## config.mk

```make
export PLATFORM = sky130hd
export DESIGN_NAME = frame_allocator_lru_victim
export DESIGN_NICKNAME = d
export VERILOG_FILES = /design/src/design/falv_pkg.sv /design/src/design/falv_ctrl.sv /design/src/design/falv_dpath.sv /design/src/design/frame_allocator_lru_victim.sv
export VERILOG_INCLUDE_DIRS = /design/src /design/src/design
export SDC_FILE = /design/constraint.sdc
export NUM_CORES = 2
export LEC_CHECK = 0
export ABC_CLOCK_PERIOD_IN_PS = 9200
export BUFFER_PORTS_ARGS = -buffer_cell sky130_fd_sc_hd__buf_2
export CAP_MARGIN = 15
export CORE_AREA = 4 4 631 633
export CTS_CLUSTER_DIAMETER = 30
export DETAILED_ROUTE_END_ITERATION = 8
export DIE_AREA = 0 0 635 637
export PLACE_DENSITY = 0.6
export RECOVER_POWER = 50
export SETUP_SLACK_MARGIN = 0.02
export SYNTH_ARGS = -nofsm -noshare
export SYNTH_HDL_FRONTEND = slang
export SYNTH_SLANG_ARGS = --single-unit
```

## constraint.sdc

```tcl
create_clock -name clock -period 9.2 [get_ports clock]
set_input_delay 0.92 -clock clock [delete_from_list [all_inputs] [get_ports clock]]
set_output_delay 0.92 -clock clock [all_outputs]
set_load 0.005 [all_outputs]
```

## src/design/frame_allocator_lru_victim_macros.svh

```systemverilog
// Assertion macros used by the frame allocator datapath.
`ifndef FRAME_ALLOCATOR_LRU_VICTIM_MACROS_SVH
`define FRAME_ALLOCATOR_LRU_VICTIM_MACROS_SVH

// Checked only outside reset.
`define FALV_ASSERT(lbl, prop) \
   lbl: assert property (@(posedge clock) disable iff (reset) prop) \
      else $error("frame allocator assertion failed");

// Checked at every edge, reset included.
`define FALV_ASSERT_ALWAYS(lbl, prop) \
   lbl: assert property (@(posedge clock) prop) \
      else $error("frame allocator assertion failed");

`endif

```

## src/design/falv_pkg.sv

```systemverilog
// Shared types and codes of the frame allocator.
package falv_pkg;

   localparam logic [2:0] REQ_ALLOC = 3'd0;
   localparam logic [2:0] REQ_FREE  = 3'd1;
   localparam logic [2:0] REQ_TOUCH = 3'd2;
   localparam logic [2:0] REQ_DIRTY = 3'd3;
   localparam logic [2:0] REQ_QUERY = 3'd4;

   localparam logic [1:0] ST_OK      = 2'd0;
   localparam logic [1:0] ST_NOFRAME = 2'd1;
   localparam logic [1:0] ST_IGNORED = 2'd2;

   typedef struct packed {
      logic        used;
      logic [7:0]  owner;
      logic [15:0] page;
      logic [31:0] stamp;
      logic        dirty;
   } entry_type;

   typedef struct packed {
      logic clear;
      logic start;
      logic issue;
      logic commit;
   } cmd_type;

   typedef struct packed {
      logic idx_last;
      logic out_busy;
   } sts_type;

endpackage

```

## src/design/falv_ctrl.sv

```systemverilog
// Sequencer of the frame allocator: clearing pass, table scan and commit.
module falv_ctrl (
   input  logic              clock,
   input  logic              reset,
   input  logic              req_tvalid,
   output logic              req_tready,
   input  falv_pkg::sts_type sts,
   output falv_pkg::cmd_type cmd
);
   import falv_pkg::*;

   typedef enum logic [4:0] {
      S_CLEAR  = 5'b00001,
      S_IDLE   = 5'b00010,
      S_SCAN   = 5'b00100,
      S_DRAIN  = 5'b01000,
      S_COMMIT = 5'b10000
   } state_type;

   state_type state_ff, state_in;

   always_ff @(posedge clock) begin
      if (reset) begin
         state_ff <= S_CLEAR;
      end else begin
         state_ff <= state_in;
      end
   end

   always_comb begin
      state_in   = state_ff;
      cmd        = '0;
      req_tready = 1'b0;
      case (state_ff)
         S_CLEAR: begin
            cmd.clear = 1'b1;
            if (sts.idx_last) state_in = S_IDLE;
         end
         S_IDLE: begin
            req_tready = 1'b1;
            if (req_tvalid) begin
               cmd.start = 1'b1;
               state_in  = S_SCAN;
            end
         end
         S_SCAN: begin
            cmd.issue = 1'b1;
            if (sts.idx_last) state_in = S_DRAIN;
         end
         S_DRAIN: begin
            state_in = S_COMMIT;
         end
         S_COMMIT: begin
            if (!sts.out_busy) begin
               cmd.commit = 1'b1;
               state_in   = S_IDLE;
            end
         end
         default: begin
            state_in = S_CLEAR;
         end
      endcase
   end

endmodule

```

## src/design/falv_dpath.sv

```systemverilog
// Frame table memory, scan trackers, update logic and result register.
`include "frame_allocator_lru_victim_macros.svh"

module falv_dpath #(
   parameter int NUM_FRAMES = 64
) (
   input  logic              clock,
   input  logic              reset,
   input  falv_pkg::cmd_type cmd,
   output falv_pkg::sts_type sts,
   input  logic [2:0]        req_tuser,
   input  logic [63:0]       req_tdata,
   output logic              rsp_tvalid,
   input  logic              rsp_tready,
   output logic [1:0]        rsp_tuser,
   output logic [47:0]       rsp_tdata
);
   import falv_pkg::*;

   localparam int AW = (NUM_FRAMES > 1) ? $clog2(NUM_FRAMES) : 1;
   localparam int CW = $clog2(NUM_FRAMES + 1);

   entry_type mem_ff [NUM_FRAMES];
   entry_type rdata_ff;

   logic [2:0]    req_type_ff;
   logic [7:0]    owner_ff;
   logic [15:0]   page_ff;
   logic [5:0]    sel_ff;
   logic [31:0]   now_ff;

   logic [AW-1:0] rd_idx_ff;
   logic          d_vld_ff;
   logic [AW-1:0] d_idx_ff;

   logic          ff_found_ff;
   logic [AW-1:0] ff_idx_ff;
   logic          ff_rused_ff;
   logic          sel_lused_ff;
   logic          sel_rused_ff;
   entry_type     sel_ent_ff;
   logic          cl_found_ff;
   logic [AW-1:0] cl_idx_ff;
   entry_type     cl_ent_ff;
   logic          dt_found_ff;
   logic [AW-1:0] dt_idx_ff;
   entry_type     dt_ent_ff;

   logic [CW-1:0] cnt_ff, cnt_in;
   logic [CW-1:0] runs_ff, runs_in;

   logic          out_vld_ff;
   logic [1:0]    out_status_ff;
   logic [47:0]   out_data_ff;

   logic          wr_en;
   logic [AW-1:0] wr_addr;
   entry_type     wr_data;
   logic          upd_en;
   logic [AW-1:0] upd_addr;
   entry_type     upd_data;
   logic [1:0]    status;
   logic [5:0]    frame_out;
   logic          did_evict;
   entry_type     vic_ent;
   logic          sel_alloc;
   logic          sel_ok;
   logic          eligible;
   logic [31:0]   j32;
   logic [31:0]   s32;
   logic [CW:0]   runs_sum;

   assign sts.idx_last = (rd_idx_ff == AW'(NUM_FRAMES - 1));
   assign sts.out_busy = out_vld_ff && !rsp_tready;

   always_ff @(posedge clock) begin
      if (cmd.start) begin
         req_type_ff <= req_tuser;
         owner_ff    <= req_tdata[7:0];
         page_ff     <= req_tdata[23:8];
         sel_ff      <= req_tdata[29:24];
         now_ff      <= req_tdata[61:30];
      end
   end

   always_ff @(posedge clock) begin
      if (reset) begin
         rd_idx_ff <= '0;
         d_vld_ff  <= 1'b0;
      end else begin
         if (cmd.start) begin
            rd_idx_ff <= '0;
         end else if (cmd.issue || cmd.clear) begin
            rd_idx_ff <= rd_idx_ff + AW'(1);
         end
         d_vld_ff <= cmd.issue;
      end
   end

   always_ff @(posedge clock) begin
      d_idx_ff <= rd_idx_ff;
      rdata_ff <= mem_ff[rd_idx_ff];
      if (wr_en) mem_ff[wr_addr] <= wr_data;
   end

   assign j32      = 32'(d_idx_ff);
   assign s32      = 32'(sel_ff);
   assign eligible = rdata_ff.used && (rdata_ff.owner != 8'd0);

   always_ff @(posedge clock) begin
      if (reset || cmd.start) begin
         ff_found_ff  <= 1'b0;
         ff_rused_ff  <= 1'b1;
         sel_lused_ff <= 1'b1;
         sel_rused_ff <= 1'b1;
         cl_found_ff  <= 1'b0;
         dt_found_ff  <= 1'b0;
      end else if (d_vld_ff) begin
         if (!rdata_ff.used && !ff_found_ff) begin
            ff_found_ff <= 1'b1;
            ff_idx_ff   <= d_idx_ff;
         end
         if (ff_found_ff && (j32 == 32'(ff_idx_ff) + 32'd1)) ff_rused_ff <= rdata_ff.used;
         if (j32 + 32'd1 == s32) sel_lused_ff <= rdata_ff.used;
         if (j32 == s32) sel_ent_ff <= rdata_ff;
         if (j32 == s32 + 32'd1) sel_rused_ff <= rdata_ff.used;
         if (eligible && !rdata_ff.dirty &&
             (!cl_found_ff || (rdata_ff.stamp < cl_ent_ff.stamp))) begin
            cl_found_ff <= 1'b1;
            cl_idx_ff   <= d_idx_ff;
            cl_ent_ff   <= rdata_ff;
         end
         if (eligible && rdata_ff.dirty &&
             (!dt_found_ff || (rdata_ff.stamp < dt_ent_ff.stamp))) begin
            dt_found_ff <= 1'b1;
            dt_idx_ff   <= d_idx_ff;
            dt_ent_ff   <= rdata_ff;
         end
      end
   end

   always_comb begin
      sel_ok    = (s32 < 32'(NUM_FRAMES));
      upd_en    = 1'b0;
      upd_addr  = AW'(sel_ff);
      upd_data  = sel_ent_ff;
      status    = ST_IGNORED;
      frame_out = '0;
      did_evict = 1'b0;
      vic_ent   = '0;
      sel_alloc = 1'b0;
      cnt_in    = cnt_ff;
      runs_in   = runs_ff;
      runs_sum  = {1'b0, runs_ff} + (CW + 1)'(sel_lused_ff) + (CW + 1)'(sel_rused_ff)
                  - (CW + 1)'(1);
      case (req_type_ff)
         REQ_ALLOC: begin
            upd_data = '{used: 1'b1, owner: owner_ff, page: page_ff,
                         stamp: now_ff, dirty: 1'b0};
            if (ff_found_ff) begin
               upd_en    = 1'b1;
               upd_addr  = ff_idx_ff;
               status    = ST_OK;
               frame_out = 6'(ff_idx_ff);
               cnt_in    = cnt_ff - CW'(1);
               runs_in   = runs_ff - CW'(ff_rused_ff);
            end else if (cl_found_ff || dt_found_ff) begin
               upd_en    = 1'b1;
               upd_addr  = cl_found_ff ? cl_idx_ff : dt_idx_ff;
               vic_ent   = cl_found_ff ? cl_ent_ff : dt_ent_ff;
               status    = ST_OK;
               frame_out = 6'(upd_addr);
               did_evict = 1'b1;
            end else begin
               status = ST_NOFRAME;
            end
         end
         REQ_FREE: begin
            if (sel_ok && sel_ent_ff.used) begin
               upd_en   = 1'b1;
               upd_data = '{used: 1'b0, owner: 8'd0, page: 16'd0,
                            stamp: sel_ent_ff.stamp, dirty: 1'b0};
               status   = ST_OK;
               cnt_in   = cnt_ff + CW'(1);
               runs_in  = CW'(runs_sum);
            end
         end
         REQ_TOUCH: begin
            if (sel_ok && sel_ent_ff.used) begin
               upd_en         = 1'b1;
               upd_data.stamp = now_ff;
               status         = ST_OK;
            end
         end
         REQ_DIRTY: begin
            if (sel_ok && sel_ent_ff.used) begin
               upd_en         = 1'b1;
               upd_data.dirty = 1'b1;
               status         = ST_OK;
            end
         end
         REQ_QUERY: begin
            if (sel_ok) begin
               sel_alloc = sel_ent_ff.used;
               status    = sel_ent_ff.used ? ST_OK : ST_IGNORED;
            end
         end
         default: begin
            status = ST_IGNORED;
         end
      endcase
   end

   assign wr_en   = cmd.clear || (cmd.commit && upd_en);
   assign wr_addr = cmd.clear ? rd_idx_ff : upd_addr;
   assign wr_data = cmd.clear ? entry_type'('0) : upd_data;

   always_ff @(posedge clock) begin
      if (reset) begin
         cnt_ff     <= CW'(NUM_FRAMES);
         runs_ff    <= CW'(1);
         out_vld_ff <= 1'b0;
      end else begin
         if (cmd.commit) begin
            cnt_ff     <= cnt_in;
            runs_ff    <= runs_in;
            out_vld_ff <= 1'b1;
         end else if (rsp_tready) begin
            out_vld_ff <= 1'b0;
         end
      end
   end

   always_ff @(posedge clock) begin
      if (cmd.commit) begin
         out_status_ff <= status;
         out_data_ff   <= {2'b00, 6'(runs_in), 7'(cnt_in), sel_alloc, vic_ent.dirty,
                           vic_ent.page, vic_ent.owner, did_evict, frame_out};
      end
   end

   assign rsp_tvalid = out_vld_ff;
   assign rsp_tuser  = out_status_ff;
   assign rsp_tdata  = out_data_ff;

   `FALV_ASSERT(a_cnt_bound, cnt_ff <= CW'(NUM_FRAMES))
   `FALV_ASSERT(a_runs_bound, runs_ff <= cnt_ff)
   `FALV_ASSERT(a_commit_free, cmd.commit |-> !(out_vld_ff && !rsp_tready))
   `FALV_ASSERT_ALWAYS(a_no_scan_clear, !(cmd.clear && (cmd.issue || cmd.commit)))

endmodule

```

## src/design/frame_allocator_lru_victim.sv

```systemverilog
// Top level of the frame allocator with clean-first LRU victim selection.
// After reset the frame table is cleared entry by entry, during which no item
// is accepted. Every request then goes from acceptance in the idle state to a
// registered result through a scan that reads one table entry per cycle through
// the single read port, the drain state and the commit state, which is held
// while the previous result still waits in the output register. The next item
// is accepted in the cycle after commit.
module frame_allocator_lru_victim #(
   parameter int NUM_FRAMES = 64
) (
   input  logic        clock,
   input  logic        reset,
   input  logic        req_tvalid,
   output logic        req_tready,
   // req_type
   input  logic [2:0]  req_tuser,
   // owner_id[7:0], virt_page[23:8], frame_sel[29:24], now_time[61:30]
   input  logic [63:0] req_tdata,
   output logic        rsp_tvalid,
   input  logic        rsp_tready,
   // status
   output logic [1:0]  rsp_tuser,
   // frame_out[5:0], did_evict[6], evicted_owner[14:7], evicted_page[30:15],
   // evicted_dirty[31], sel_allocated[32], free_total[39:33], free_runs[45:40]
   output logic [47:0] rsp_tdata
);
   import falv_pkg::*;

   cmd_type cmd;
   sts_type sts;

   falv_ctrl u_ctrl (
      .clock      (clock),
      .reset      (reset),
      .req_tvalid (req_tvalid),
      .req_tready (req_tready),
      .sts        (sts),
      .cmd        (cmd)
   );

   falv_dpath #(
      .NUM_FRAMES (NUM_FRAMES)
   ) u_dpath (
      .clock      (clock),
      .reset      (reset),
      .cmd        (cmd),
      .sts        (sts),
      .req_tuser  (req_tuser),
      .req_tdata  (req_tdata),
      .rsp_tvalid (rsp_tvalid),
      .rsp_tready (rsp_tready),
      .rsp_tuser  (rsp_tuser),
      .rsp_tdata  (rsp_tdata)
   );

endmodule

```

# Word level (Yosys, flattened, before mapping)
# Memories as Yosys holds them, arrays and structs flattened. A register that Yosys moved wholly into a read port is not among the register bits.
# Cells that the tools add are included.
[totals] memories=1 mem_bits_rw=3712 register_bits=342 wordCells=168 output_inout_bits=52 inputBits=71
[memory_table] memory="u_dpath.mem_ff" words=64 width=58 read_ports=1 rd_clocked_by_memory_dff=1 write_ports=1 line_no="falv_dpath.sv:23" text="entry_type mem_ff [NUM_FRAMES];"
[classes] eq_ne=20 bitwise_logic=3 muxes=47 n_addsub=10 reduce_logical=43 order_cmp=3
[ops] operator="two-way mux 58 bit" count=2
[ops] operator="case mux 32 bit (3 select lines)" count=1
[ops] operator="equality test 6 x 32 -> 1 bit" count=2
[ops] operator="< comparator 32 bit" count=2
[ops] operator="two-way mux 57 bit" count=1
[ops] operator="case mux 25 bit (2 select lines)" count=1
[ops] operator="two-way mux 6 bit" count=7
[ops] operator="equality test 32 x 6 -> 1 bit" count=1
[ops] operator="two-way mux 32 bit" count=1
[ops] operator="two-way mux 7 bit" count=4
[ops] operator="case mux 7 bit (2 select lines)" count=2
[ops] operator="case mux 5 bit (5 select lines)" count=1
[ops] operator="adder 6 x 1 -> 7 bit (second input constant)" count=3
[ops] operator="two-way mux 5 bit" count=4
[ops] operator="two-way mux 1 bit" count=16
[ops] operator="adder 7 x 1 -> 7 bit" count=2
[ops] operator="AND reduction 2 bit" count=7
[ops] operator="subtractor 7 x 1 -> 7 bit (second input constant)" count=2
[ops] operator="AND reduction 3 bit" count=4
[ops] operator="logical AND 1 bit" count=10
[ops] operator="two-way mux 2 bit" count=4
[ops] operator="!= test 2 bit (second input constant)" count=4
[ops] operator="AND reduction 4 bit" count=2
[ops] operator="nonzero test 8 bit" count=1
[ops] operator="other kinds (25)" count=42

# Logic depth before layout (Yosys ltp)
[logic_depth] ltp_word=8 depth_mapped=12 depth_no_buf=12

# Modules after synthesis
# From an unflattened synthesis, not the netlist that was laid out.
[hier_totals] hier_cells=6929 hier_area_um2=157476.0
[by_module_without_submodules] module="falv_dpath" cells_per_inst=6889 instances=1 seq_area_each_um2=122387.4 area_each_um2=157101.9
[by_module_without_submodules] module="falv_ctrl" cells_per_inst=40 instances=1 seq_area_each_um2=100.1 area_each_um2=374.1

# Least setup slack after synthesis
# OpenSTA, ideal clock, no wires.
[synth_path] path_type="reg-to-reg" startpoint="reg u_dpath.req_type_ff[2]" endpoint="mem u_dpath.mem_ff[42][0] (netlist name) (enable)" n_path_buf=1 arrival_ns=7.399 synth_period_minus_slack_ns=8.016 setup_time_ns=0.617 required_ns=8.583 slack_ns=1.184 path_stages_with_launch=8 path_cell_list="edfxtp_1 -> buf_2 -> nor4b_4 -> a32oi_1 -> and2_1 -> o41ai_2 -> nand2_1 -> nor4_1"
[synth_between] elab_chain_len=7 word_cells_on_any_way=12 classes_between="3 x eq/ne; 5 x mux; 4 x reduce/logical"
[synth_lines] item="start, declared" line_no="falv_dpath.sv:26" text="logic [2:0] req_type_ff;"
[synth_lines] item="start signal, assigned" line_no="falv_dpath.sv:78" text="req_type_ff <= req_tuser;"
[synth_lines] item="equality test 3 x 2 -> 1 bit / equality test 3 x 1 -> 1 bit (equally long branches)" line_no="falv_dpath.sv:156" text="case (req_type_ff)"
[synth_lines] item="OR reduction 3 bit (no line)"
[synth_lines] item="case mux 1 bit (2 select lines)" line_no="falv_dpath.sv:156"
[synth_lines] item="logical AND 1 bit" line_no="falv_dpath.sv:214" text="assign wr_en = cmd.clear || (cmd.commit && upd_en);"
[synth_lines] item="logical OR 1 bit" line_no="falv_dpath.sv:214"
[synth_lines] item="two-way mux 1 bit" line_no="falv_dpath.sv:103" text="if (wr_en) mem_ff[wr_addr] <= wr_data;"
[synth_lines] item="two-way mux 1 bit (implied by the code)" line_no="falv_dpath.sv:103"
[synth_lines] item="end, declared" line_no="falv_dpath.sv:23"
# Several ways; a longest one is shown, not always the timed one.

==> key figures <==
Synth
  – #FFs+latches synth: 4111
  – Cell variety after synth: 84
  – Synth top area share: 0.770
  – Synth Flop Type: edfxtp_1
  – FFs w/ async S/R, synth: 0
  – Commonest cells post-synth: edfxtp_1, mux4_2, mux2i_1
  – Gate Count Post-Synth: 7151
  – Synth warnings: 0
  – Count leader, synth: edfxtp_1
  – Netlist Area Pre-Place: 157000 um2
  – Syn avg cell area: 21.9 um2
  – Yosys top cell by area: edfxtp_1
  – Sequential area share after synthesis: 0.783
  – Top cells by area, synth: edfxtp_1, mux4_2, mux2i_1
  – Post-synth EDFFs: 4015

STA
  – Fin. max-slew vios: 2048
  – Final Setup Violations: 0
  – Fin crit period: 7.19 ns
  – Clk_skew: 0.0465 ns
  – Slew HR: -1.33
  – Measured slew at the worst slew-check pin: 3.49 ns
  – Final period util: 0.781
  – Setup TNS: 0 ns
  – Highest clock rate: 139 MHz
  – Final Hold Fails: 0
  – Unrepaired setup endpoints after global routing: no
  – Min setup slack post-route: 2.01 ns

Drt
  – Drc violations: 0
  – DR pass1 iterations: 7
  – 1st-iter DRT viols: 9789
  – Detail Route Antenna Nets: 0
  – Routed vias: 79300
  – Vias per cell: 5.85
  – Post-Route WL: 432000 um
  – Routed WL per cell: 31.8 um

Clock network
  – Clock Latency Late Sink: 1.08 ns
  – TritonCTS clock tree: done
  – Clk slew on worst S/H paths: 0.05 ns
  – H-tree levels: 6
  – CTS sink count: 4111
  – Clock buffer depth: 4
  – Clock root cell: clkbuf_16
  – TritonCTS buffer count: 645

Critical path
  – CP startpoint kind: flop
  – Worst Path Buf+Inv: 2
  – Critical Path End Type: flop
  – Cell mode on critical path: clkbuf_1
  – CP Cell Sequence: or3_1, nor2_4, clkbuf_1, nor2_1, clkbuf_1, a22o_1
  – Register-to-register setup slack: 2.01 ns
  – CP Class: reg2reg
  – Critical Path RT: 9.70 ns
  – Worst-path maximum fanout: 64
  – CP max stage cell: clkbuf_1
  – Crit path max-delay family: buffers and inverters
  – Slowest stage delay, CP: 2.17 ns
  – CP Data Arrival Time: 7.69 ns

Global route
  – Total Routing Usage GR: 0.209
  – Initial antenna violation count: 31
  – Largest net degree at the start of global routing: 105
  – Total grt overflow: 0
  – First-pass GRT wire length: 608000 um
  – Vias in the first global route: 80600

Floorplan
  – CORE AREA: 392000 um2
  – IO Pins: 123
  – Die width: 635 um
  – Die Y: 637 um
  – Die area: 404000 um2
  – Initial core utilization: 0.399
  – Row count: 230

Placed design
  – Pre-CTS setup slack: 3.69 ns
  – Port Buf Inserts: 118
  – DP HPWL: 234000 um
  – RD Place Congestion: 0.836

Power
  – PD cells: 282 nW/um2
  – Worst vdd ir: 0.213 mV
  – P_leak: 60.6 nW

Final layout
  – Layout Area Growth over Synthesis: 19.7%
  – Layout cells sized above 1: 0.282
  – Nets: 7937

Status
  – Status: finished with violations
  – Failing checks: capacitance limit, slew limit

Hold path
  – Hold Crit Class: in2reg

Run
  – Max Cap Violations: 42
sequential cells by signal (all words and copies together) (netlist names), 7 cells and up:
register and flops:
u_dpath.owner_ff 8, u_dpath.page_ff 16, u_dpath.sel_ent_ff 58, u_dpath.dt_ent_ff 57, u_dpath.now_ff 32, u_dpath.rdata_ff 58
u_dpath.cnt_ff 7, u_dpath.rsp_tdata 46, u_dpath.mem_ff 3712, u_dpath.cl_ent_ff 57
layer usage:
layer / part of all wire / track usage
met1: 0.39 / 0.285
met2: 0.48 / 0.337
met3: 0.095 / 0.0462
met4: 0.029 / 0.0613
met5: 0.00066 / 0.00319
final cells by class:
cell class	count	area (um2)
clock buffer	735	16700
fill	31700	205000
sequential	4111	122000
inverter	89	338
clock inverter	461	5680
tap	5220	6530
multi-input combinational	2559	32900
timing repair buffer	380	2740
antenna	6	15.0
final timing paths:
| path | cells after the start | to | startpoint |
|---|---|---|---|
| setup / recovery | 6 | u_dpath.mem_ff[36][38]$_DFFE_PP_ | u_ctrl.state_ff[1]$_SDFFE_PP0P_ |
| hold / removal | 1 | u_dpath.owner_ff[5]$_DFFE_PP_ | req_tdata[5] |
| setup reg to reg | 6 | u_dpath.mem_ff[36][38]$_DFFE_PP_ | u_ctrl.state_ff[1]$_SDFFE_PP0P_ |
| hold reg to reg | 0 | u_dpath.sel_ent_ff[47]$_DFFE_PP_ | u_dpath.rdata_ff[47]$_DFF_P_ |
where the power goes:
part           internal, W  switching (W)  total [W]
logic              0.00242        0.00359    0.00600
registers           0.0215       0.000578     0.0221
clock network       0.0157        0.00898     0.0247
total               0.0397         0.0131     0.0528
per-stage QoR:
stage	cell area, um2	hold WS, ns	utilization	instances	total power (W)
global placement	165000	0.395	0.421	12300	0.0283
CTS	188000	0.00527	0.478	13500	0.0531
detailed placement	165000	0.396	0.421	12300	0.0285
floorplan	157000	0.329	-	7152	0.0261
finish	187000	0.0470	0.478	13600	0.0528
global route	187000	-0.00178	0.478	13600	0.0545
cells by family after synthesis:
| family | count (synthesis) | synth area share |
|---|---|---|
| buffers and inverters | 482 | 0.0131 |
| adder cells (fa/ha/maj) | 80 | 0.00644 |
| XOR/XNOR | 35 | 0.00196 |
| flip-flops | 4111 | 0.783 |
| other | 1 | 0.0000240 |
| multiplexers | 1171 | 0.146 |
| AND/OR/NAND/NOR | 504 | 0.0161 |
| AO/OA/AOI/OAI | 767 | 0.0339 |
timing repair:
item | in CTS | in global routing
gates resized for setup | 0 | 0
hold buffers | 24 | 0
hold endpoints to repair | 24 | 0
buffers inserted | 0 | 0
layout by cell type (no fill, tap or decap), drive strengths merged, types with 88 or more instances in the layout:
cell type	netlist	routed
a21oi	126	126
a221oi	147	147
buf	182	260
bufinv	0	88
clkbuf	211	831
clkinv	0	224
dfxtp	96	96
edfxtp	4015	4015
inv	89	171
mux2i	273	273
mux4	888	888
nand2	147	147
nor2	158	158
o21ai	170	170
Note: power is estimated with default switching activity, not from simulation.
